`config.mk`:
```
export PLATFORM = sky130hd
export DESIGN_NAME = brsc_accum
export DESIGN_NICKNAME = d
export VERILOG_FILES = /design/src/rtl/brsc_pkg.sv /design/src/rtl/brsc_accum.sv
export SDC_FILE = /design/constraint.sdc
export NUM_CORES = 1
export LEC_CHECK = 0
export BUFFER_PORTS_ARGS = -buffer_cell sky130_fd_sc_hd__buf_2
export CAP_MARGIN = 20
export CORE_UTILIZATION = 45
export DETAILED_ROUTE_END_ITERATION = 10
export PLACE_DENSITY = 0.75
export SYNTH_ARGS = -nofsm -noshare
export SYNTH_HDL_FRONTEND = slang
export SYNTH_SLANG_ARGS = --single-unit
```
`constraint.sdc`:
```
create_clock -name clk -period 5 [get_ports clk]
set_clock_uncertainty 0.2 [all_clocks]
set_input_delay 0.25 -clock clk [delete_from_list [all_inputs] [get_ports clk]]
set_output_delay 0.25 -clock clk [all_outputs]
set_load 0.01 [all_outputs]
```
`src/rtl/brsc_pkg.sv`:
```
// Package for the bounded run sequence counter.
// Field widths, the modulus and the accumulator control word.
// No dependencies.
`timescale 1ns / 1ps
`default_nettype none

package brsc_pkg;

	localparam int MAX_COUNT_DEF = 128;
	localparam int IN_W = 8;
	localparam int OUT_W = 27;
	localparam logic [OUT_W-1:0] MODULUS = OUT_W'(100000000);

	typedef struct packed {
		logic init;
		logic seed;
		logic add;
	} acc_ctl_t;

endpackage

`default_nettype wire

```
`src/rtl/brsc_accum.sv`:
```
// Shared modular accumulator: acc <= (acc + data) mod 1e8, or load 0 / 1.
// Depends on brsc_pkg.
`timescale 1ns / 1ps
`default_nettype none

module brsc_accum (
	input  wire                          clk,
	input  brsc_pkg::acc_ctl_t           ctl,
	input  wire [brsc_pkg::OUT_W-1:0]    data,
	output logic [brsc_pkg::OUT_W-1:0]   acc
);
	import brsc_pkg::*;

	logic [OUT_W-1:0] acc_q;
	logic [OUT_W:0]   sum;
	logic [OUT_W:0]   red;

	assign sum = {1'b0, acc_q} + {1'b0, data};
	assign red = (sum >= {1'b0, MODULUS}) ? (sum - {1'b0, MODULUS}) : sum;

	always_ff @(posedge clk) begin
		if (ctl.init) begin
			acc_q <= ctl.seed ? OUT_W'(1) : '0;
		end else if (ctl.add) begin
			acc_q <= red[OUT_W-1:0];
		end
	end

	assign acc = acc_q;

endmodule

`default_nettype wire
```
==> out/results.txt, run 1 <==
status - finished clean
max cap viols - 0
drt via density - 6.18
Buffers on Ports - 57
cell area after synthesis - 3360 µm²
period utilization - 0.915
Power, Total - 2920 µW
worst rel slew slack - 0.500
post-synth top area cell - edfxtp_1
synth-to-layout area growth - 11.3%
Slew Viols, Final - 0
net count after synthesis - 449
#FFs+latches synth - 27
path type of the worst min-delay path - in -> reg
Hold Fails Final Rpt - 0
main flop type after synthesis - edfxtp_1
Initial Util - 0.464
cts hold-fix bufs - 0
RR Startpoint - acc[0]$_DFFE_PP_
CP Capture Type - flip-flop
crit path kind - reg -> reg
leading cell types in the layout, fill and taps excluded - buf_2 (57), nor2_1 (37), a21oi_1 (35), ha_1 (29), o21ai_0 (28)
TritonCTS clock tree - built
Crit Reg-Reg Endpoint - acc[15]$_SDFFCE_PP0P_
via count - 3323
post-DP HPWL - 7060 µm
crit path to - acc[15]$_SDFFCE_PP0P_
Mapped Cells - 388
Top reg by flops - acc
Worst Max-Slew Pin Slew - 0.744 ns
clk buf depth - 2
RSZ-0062 raised after global routing - false
H-tree lvl count - 1
number of top-level pins - 58
routed wire length - 8980 µm
Placed Instances - 534
Worst R2R Path Depth - 12
Post-Layout Cell Count - 538
CTS-repair resized insts - 0
ANT nets after route - 0
Req. time, crit path - 4.83 ns
setup TNS - 0 ns
total congestion overflow - 0
Peak VDD IR - 0.000254 V
core box area - 7250 µm²
pwr/cell area - 781 nW/µm²
register area share after synthesis - 0.241
Area contributors post-synth - edfxtp_1 (24%), ha_1 (11%), a21oi_1 (5.2%)
CP Launch Point - acc[0]$_DFFE_PP_
Die ar. - 7820 µm²
ant diodes - 0
GRT Overall Usage - 0.228
DR iter-0 viols - 242
share of the synthesized area in the top cell type - 0.241
Syn Area/Cell - 8.66 µm²
Pleak - 0.00153 µW
largest net degree at the start of global routing - 32
Clock Root Buffer - clkbuf_8
Netlist cell types - 77
WL/cell - 16.7 µm
DRC Markers - 0
arrival time at the worst endpoint - 4.41 ns
TritonRoute pass-1 iters - 5
clock-pin transition on the worst setup and hold timing paths - 0.11 ns
CTS Buf Count - 3
post-CTS setup buffers - 0
global-route wire length before repair - 14100 µm
die height - 88.4 µm
EDFF count, synth - 27
Die Wd - 88.4 µm
fmax - 219 MHz
async set-or-reset flop fraction in the synthesized netlist - 0
# rows - 31
startpoint types - flip-flop
setup ws final - 0.427 ns
Placer Congestion - 0.908
max reg flops - 27
largest registers - acc: 27 flops
vias in the first global route - 2959
clock latency on the worst-skew pair - 0.29 ns
antenna violations before repair - 0
CP Max Fanout - 15
Post-layout nets - 501
Fin Hold WS - 0.0552 ns
Yosys warning count - 0
worst reg-to-reg setup slack - 0.43 ns
Setup WS pre-CTS - 0.501 ns
setup violators final - 0
minimum clock period after layout - 4.57 ns
commonest non-fill, non-tap cell in the layout - buf_2
layout cells sized above 1 - 0.216
clock sink count - 27
routing by layer:
layer	track usage	vias to the layer above	routed length, µm
li1	-	1622	-
met1	0.327	1566	4200
met2	0.368	127	4110
met3	0.0196	8	580
met4	0.0587	0	93
met5	0	-	0
cells by family (layout without fill, tap and decap cells):
logic type | after synthesis | after routing | synth area share
flip-flops | 27 | 27 | 0.241
buffers and inverters | 17 | 68 | 0.0316
XOR/XNOR | 25 | 25 | 0.0651
AO/OA/AOI/OAI | 146 | 146 | 0.308
adder cells (fa/ha/maj) | 30 | 30 | 0.114
multiplexers | 3 | 3 | 0.00968
AND/OR/NAND/NOR | 140 | 140 | 0.230
metrics by stage:
| stage | cell area [µm²] | util |
|---|---|---|
| after floorplan | 3360 | - |
| after CTS | 3740 | 0.516 |
| final | 3740 | 0.516 |
| after detailed placement | 3690 | 0.509 |
| after global placement | 3690 | 0.509 |
| after global routing | 3740 | 0.516 |
critical path, cell delays in order (launching register included):
cell and delay [ns]:
edfxtp_1 0.42, ha_1 0.25, fa_1 0.44, a211oi_1 0.44
or3_4 0.23, nand3_2 0.16, a21oi_1 0.24, o21ai_1 0.11
o41ai_2 0.33, xor2_1 0.59, o31a_1 0.57, o21ai_0 0.15
nor3b_1 0.17
worst min-delay path by stage:
stage | start | endpoint | slack [ns] | depth (start not counted)
finish | ctl[1] | acc[0]$_DFFE_PP_ | 0.06 | 2
global route | ctl[1] | acc[0]$_DFFE_PP_ | 0.07 | 2
CTS | ctl[1] | acc[0]$_DFFE_PP_ | 0.05 | 2
detailed placement | ctl[1] | acc[0]$_DFFE_PP_ | 0.36 | 2
global placement | ctl[1] | acc[0]$_DFFE_PP_ | 0.35 | 2
floorplan | ctl[1] | acc[0]$_DFFE_PP_ | 0.27 | 1
Yosys cell counts, types with 4 or more instances:
cell / instances
a211oi_2: 4
o211ai_1: 8
edfxtp_1: 27
nor2_1: 37
xnor2_1: 18
o21ai_0: 28
a31oi_1: 5
inv_1: 6
nor3_1: 13
xor2_1: 7
a21o_1: 10
or3_1: 8
nand3_1: 10
a211oi_1: 9
ha_1: 29
nand4_1: 7
a21oi_1: 35
o21a_1: 8
clkbuf_1: 5
o211a_1: 4
nand2_1: 27
nor3b_1: 5
layout make-up:
cell class                 count  area [µm²]
timing repair buffer          58         293
multi-input combinational    344        2440
inverter                       6        22.5
clock inverter                 1        5.00
tap                           99         124
clock buffer                   3        41.3
sequential                    27         811
fill                         722        3510
where the power goes:
| group | switching (µW) | total (µW) | internal (µW) | leakage [µW] |
|---|---|---|---|---|
| sequential | 56.4 | 448 | 392 | 0.000292 |
| combinational | 1450 | 2340 | 887 | 0.00122 |
| clock | 81.4 | 138 | 56.3 | 0.0000255 |
(Power assumes the default switching activity.)
==> run 2: changes to the inputs <==
--- a/config.mk
+++ b/config.mk
@@ -10,6 +10,7 @@
 export CORE_UTILIZATION = 45
 export DETAILED_ROUTE_END_ITERATION = 10
 export PLACE_DENSITY = 0.75
+export RECOVER_POWER = 100
 export SYNTH_ARGS = -nofsm -noshare
 export SYNTH_HDL_FRONTEND = slang
 export SYNTH_SLANG_ARGS = --single-unit
==> run 2 against run 1 <==
Compared with the run above: the flow now finishes with violations (max-capacitance violations, max-slew violations); final cell count stayed put; critical path depth stayed put; register-to-register slack hardly changed; worst hold slack better by 0.0017 ns; design area is 1.2% lower; count of clock-buffer cells in the layout stayed put; sequential cell count stayed put; sequential power hardly changed; die area stayed put.
==> out/results.txt, run 2 (synthesis gave the netlist of run 1 again) <==
status - finished with violations
violated checks - max-capacitance violations, max-slew violations
TritonRoute pass-1 iters - 5
clock latency on the worst-skew pair - 0.29 ns
Clock Root Buffer - clkbuf_8
Buffers on Ports - 57
vias in the first global route - 2959
Setup WS pre-CTS - 0.501 ns
Sw Pwr - 1580 µW
largest registers - acc: 27 flops
setup ws final - 0.413 ns
minimum clock period after layout - 4.59 ns
Post-layout nets - 501
setup TNS - 0 ns
CP Max Fanout - 15
cts hold-fix bufs - 0
H-tree lvl count - 1
Pleak - 0.00144 µW
leading cell types in the layout, fill and taps excluded - nor2_1 (37), a21oi_1 (35), o21ai_0 (29), ha_1 (29), buf_2 (29)
Register Area - 811 µm²
fmax - 218 MHz
antenna violations before repair - 0
Req. time, crit path - 4.80 ns
logic gate share of total power - 0.796
number of top-level pins - 58
ant diodes - 0
Top reg by flops - acc
max cap viols - 1
# rows - 31
TritonCTS clock tree - built
path type of the worst min-delay path - in -> reg
via count - 3309
Peak VDD IR - 0.000254 V
WL/cell - 16.7 µm
crit path kind - reg -> reg
CP Capture Type - flip-flop
Hold Fails Final Rpt - 0
CTS-repair resized insts - 0
GRT Overall Usage - 0.228
sequential share of power - 0.157
layout cells sized above 1 - 0.144
CTS Buf Count - 3
core box area - 7250 µm²
Worst Max-Slew Pin Slew - 2.09 ns
die height - 88.4 µm
Slew Viols, Final - 28
arrival time at the worst endpoint - 4.38 ns
Fillers - 738
setup violators final - 0
startpoint types - flip-flop
Initial Util - 0.464
total congestion overflow - 0
post-DP HPWL - 7060 µm
clock sink count - 27
Die ar. - 7820 µm²
Internal - 1310 µW
drt via density - 6.15
routed wire length - 8960 µm
clk buf depth - 2
RSZ-0062 raised after global routing - false
max reg flops - 27
Placer Congestion - 0.908
area of the multi-input gates - 2430 µm²
DR iter-0 viols - 258
global-route wire length before repair - 14100 µm
synth-to-layout area growth - 9.90%
largest net degree at the start of global routing - 32
post-CTS setup buffers - 0
Die Wd - 88.4 µm
ANT nets after route - 0
clock power share - 0.048
DRC Markers - 0
clock-pin transition on the worst setup and hold timing paths - 0.11 ns
commonest non-fill, non-tap cell in the layout - nor2_1
worst rel slew slack - -0.396
pwr/cell area - 780 nW/µm²
Sw Share - 0.546
period utilization - 0.917
[run 2: cell count changes in the layout (fill, tap and decap cells not counted)]
| cell | delta |
|---|---|
| nor3_1 | +1 |
| nor3_2 | -1 |
| a2111oi_0 | +1 |
| a21bo_2 | -1 |
| or2_2 | -1 |
| o21ai_0 | +1 |
| clkbuf_1 | +28 |
| buf_2 | -28 |
| or2_0 | +1 |
| o21ai_1 | -1 |
| a21bo_1 | +1 |
| a2111oi_2 | -1 |
[run 2: final cells by class]
cell class / count / share of cell area
timing repair buffer: 58 / 0.0698
multi-input combinational: 344 / 0.659
tap: 99 / 0.0335
clock buffer: 3 / 0.0112
sequential: 27 / 0.219
clock inverter: 1 / 0.00135
inverter: 6 / 0.00610
[run 2: power by group through the flow]
stage / registers, µW / clock network (µW) / logic, µW
after global routing: 460 / 146 / 2520
after floorplan: 487 / 0 / 1750
after detailed placement: 453 / 0 / 2270
after global placement: 450 / 0 / 2220
after CTS: 447 / 139 / 2290
final: 451 / 138 / 2290
[run 2: worst max-delay path: stages, from the launching register on]
cell,delay [ns]
edfxtp_1,0.42
ha_1,0.25
fa_1,0.44
a211oi_1,0.45
or3_4,0.23
nand3_2,0.16
xnor2_1,0.41
nand4_2,0.28
o21a_1,0.29
a211oi_2,0.32
o31a_1,0.50
o21ai_0,0.16
nor3b_1,0.17
[run 2: layer usage]
metal,GRT usage,vias to the layer above,share of wire
li1,-,1622,-
met1,0.327,1544,0.46
met2,0.368,135,0.46
met3,0.0196,8,0.074
met4,0.0587,0,0.010
met5,0,-,0
[run 2: final timing paths]
| kind | start | endpoint | slack, ns | depth (start not counted) |
|---|---|---|---|---|
| worst min-delay path | ctl[1] | acc[0]$_DFFE_PP_ | 0.06 | 2 |
| worst min register to register | acc[0]$_DFFE_PP_ | acc[0]$_DFFE_PP_ | 0.56 | 2 |
| worst max register to register | acc[0]$_DFFE_PP_ | acc[15]$_SDFFCE_PP0P_ | 0.41 | 12 |
| worst max-delay path | acc[0]$_DFFE_PP_ | acc[15]$_SDFFCE_PP0P_ | 0.41 | 12 |
[run 2: stage by stage]
step / utilization / hold slack, ns / power (µW) / instances / area, µm²
finish: 0.509 / 0.0569 / 2880 / 538 / 3690
detailed placement: 0.509 / 0.358 / 2720 / 534 / 3690
global route: 0.509 / 0.0677 / 3120 / 538 / 3690
global placement: 0.509 / 0.354 / 2670 / 534 / 3690
floorplan: - / 0.271 / 2230 / 388 / 3360
CTS: 0.516 / 0.0506 / 2870 / 538 / 3740
==> run 3: changes to the inputs <==
--- a/config.mk
+++ b/config.mk
@@ -5,11 +5,12 @@
 export SDC_FILE = /design/constraint.sdc
 export NUM_CORES = 1
 export LEC_CHECK = 0
+export ABC_AREA = 1
 export BUFFER_PORTS_ARGS = -buffer_cell sky130_fd_sc_hd__buf_2
 export CAP_MARGIN = 20
 export CORE_UTILIZATION = 45
 export DETAILED_ROUTE_END_ITERATION = 10
-export PLACE_DENSITY = 0.75
+export PLACE_DENSITY = 0.74
 export RECOVER_POWER = 100
 export SYNTH_ARGS = -nofsm -noshare
 export SYNTH_HDL_FRONTEND = slang
==> run 3 against run 2 <==
Compared with the run above: the run still ends with max-capacitance violations, max-slew violations left; fmax up 8.4%; total power up 2.7%; register-to-register slack better by 0.35 ns; combinational power up 3%; clock power up 7%; global-route usage up 3.4 points; final cell count up 49%; count of clock-buffer cells in the layout up 1; setup slack better by 0.35 ns; worst hold slack worse by 0.034 ns; via count up 30%.
==> out/results.txt, run 3 <==
Worst R2R Path Depth - 24
max reg flops - 27
setup TNS - 0 ns
fmax - 236 MHz
antenna violations before repair - 0
Sw Pwr - 1770 µW
post-DP HPWL - 9120 µm
drt via density - 5.36
Buffers on Ports - 57
register area share after synthesis - 0.211
setup ws final - 0.768 ns
vias in the first global route - 3925
Internal - 1190 µW
family with the most delay on the worst path - simple AND/OR/NAND/NOR gates
main flop type after synthesis - edfxtp_1
clock-pin transition on the worst setup and hold timing paths - 0.12 ns
Pleak - 0.00227 µW
Mapped Cells - 642
CTS Buf Count - 3
RSZ-0062 raised after global routing - false
clock sink count - 27
violated checks - max-capacitance violations, max-slew violations
share of the synthesized area in the top cell type - 0.225
Post-layout nets - 759
die height - 94.3 µm
TritonCTS clock tree - built
# rows - 33
Largest stage delay, worst path - 0.46 ns
top post-synthesis cells by count - nand2_1 (230), inv_1 (87), nor2_1 (66), nand3_1 (65), a21oi_1 (34)
synth-to-layout area growth - 9.66%
worst rel slew slack - -0.450
Peak VDD IR - 0.000361 V
setup violators final - 0
Yosys warning count - 0
crit path kind - reg -> reg
sequential share of power - 0.151
Placer Congestion - 0.941
Netlist cell types - 34
cts hold-fix bufs - 0
CTS-repair resized insts - 0
Syn Area/Cell - 5.97 µm²
pwr/cell area - 704 nW/µm²
cells along the critical path - ha_1, fa_1, nand2_1, nand2_1, nand3_1, nand2_1, nand2_1, nand2_1, inv_1, ha_1, nor3b_1, nand4_1, nor2_1, nand3_1, nor2_1, nand3_1, nor2_1, nor2_1, nand2_1, nand2_2, inv_1, nand2_1, nand2_1, nor2_1
most frequent cell after synthesis - nand2_1
H-tree lvl count - 1
period utilization - 0.846
DRC Markers - 0
leading cell types in the layout, fill and taps excluded - nand2_1 (233), inv_1 (87), nor2_1 (66), nand3_1 (65), a21oi_1 (34)
status - finished with violations
TritonRoute pass-1 iters - 5
CP Max Fanout - 16
number of top-level pins - 58
max cap viols - 1
largest net degree at the start of global routing - 28
via count - 4297
EDFF count, synth - 27
post-synth top area cell - nand2_1
commonest non-fill, non-tap cell in the layout - nand2_1
Top reg by flops - acc
Die Wd - 94.3 µm
Worst Max-Slew Pin Slew - 2.18 ns
Req. time, crit path - 4.87 ns
Clock Root Buffer - clkbuf_8
Hold Path Sink - acc[0]$_DFFE_PP_
total congestion overflow - 0
minimum clock period after layout - 4.23 ns
#FFs+latches synth - 27
logic gate share of total power - 0.799
crit path max-delay cell type - fa_1
worst reg-to-reg setup slack - 0.77 ns
CP most frequent cell - nand2_1
Hold Path Depth - 3
routed wire length - 11100 µm
global-route wire length before repair - 18100 µm
Hold Fails Final Rpt - 0
largest registers - acc: 27 flops
Setup WS pre-CTS - 1.06 ns
Die ar. - 8900 µm²
Sw Share - 0.599
core box area - 8220 µm²
startpoint types - flip-flop
clock latency on the worst-skew pair - 0.29 ns
GRT Overall Usage - 0.261
CP bufs+invs - 2
clock power share - 0.050
ant diodes - 0
post-CTS setup buffers - 0
DR iter-0 viols - 332
Slew Viols, Final - 28
ANT nets after route - 0
Initial Util - 0.467
Area contributors post-synth - nand2_1 (23%), edfxtp_1 (21%), ha_1 (9.5%)
CP Capture Type - flip-flop
cell area after synthesis - 3830 µm²
layout cells sized above 1 - 0.0990
path type of the worst min-delay path - in -> reg
RR Startpoint - acc[0]$_DFFE_PP_
arrival time at the worst endpoint - 4.10 ns
WL/cell - 13.9 µm
async set-or-reset flop fraction in the synthesized netlist - 0
Crit Reg-Reg Endpoint - acc[9]$_SDFFCE_PP0P_
clk buf depth - 2
net count after synthesis - 703
Hold Path Origin - ctl[1]
==> run 3: worst max path at each step <==
stage | startpoint | endpoint | slack [ns] | cells after the start
finish | acc[0]$_DFFE_PP_ | acc[9]$_SDFFCE_PP0P_ | 0.77 | 24
global route | acc[0]$_DFFE_PP_ | acc[9]$_SDFFCE_PP0P_ | 0.30 | 24
CTS | acc[0]$_DFFE_PP_ | acc[9]$_SDFFCE_PP0P_ | 1.04 | 24
detailed placement | acc[0]$_DFFE_PP_ | acc[9]$_SDFFCE_PP0P_ | 1.06 | 24
global placement | acc[0]$_DFFE_PP_ | acc[9]$_SDFFCE_PP0P_ | 1.24 | 24
floorplan | acc[0]$_DFFE_PP_ | acc[16]$_SDFFCE_PP0P_ | 1.68 | 23
==> run 3: cell families after synthesis <==
family / after synthesis / share of synthesized area
simple gates: 423 / 0.483
buf+inv: 100 / 0.105
compound gates: 50 / 0.0737
fa+ha+maj: 30 / 0.0998
flops: 27 / 0.211
xor+xnor: 12 / 0.0274
==> run 3: through the flow <==
step / util / area, µm² / hold slack, ns / instances / total power, µW
floorplan: - / 3830 / 0.231 / 642 / 2280
global placement: 0.511 / 4200 / 0.321 / 798 / 2730
detailed placement: 0.511 / 4200 / 0.332 / 798 / 2790
CTS: 0.517 / 4250 / 0.0284 / 802 / 2940
global route: 0.512 / 4210 / 0.0402 / 802 / 3270
finish: 0.512 / 4210 / 0.0227 / 802 / 2960
==> run 3: cell type report <==
| type | count | area [µm²] |
|---|---|---|
| Clock buffer | 4 | 45.0 |
| Fill cell | 878 | 4010 |
| Inverter | 94 | 353 |
| Multi-Input combinational cell | 515 | 2620 |
| Sequential cell | 27 | 811 |
| Tap cell | 105 | 131 |
| Timing Repair Buffer | 57 | 250 |
==> run 3: worst min-delay path, cell delays in order <==
cell and delay (ns):
buf_2 0.08, nand2_1 0.04, nand2_1 0.06
==> run 3: per-layer routing <==
layer,up-vias,global-route usage,part of all wire
met1,1966,0.357,0.46
met5,-,0,0
met2,140,0.429,0.46
met3,23,0.0283,0.056
li1,2168,-,-
met4,0,0.0821,0.021
==> run 3: power by group through the flow <==
stage	Combinational, µW	Clock [µW]	Sequential, µW
5_1_grt	2660	157	457
3_5_place_dp	2340	0	450
3_3_place_gp	2280	0	447
6_report	2360	147	448
2_1_floorplan	1800	0	479
4_1_cts	2350	148	443
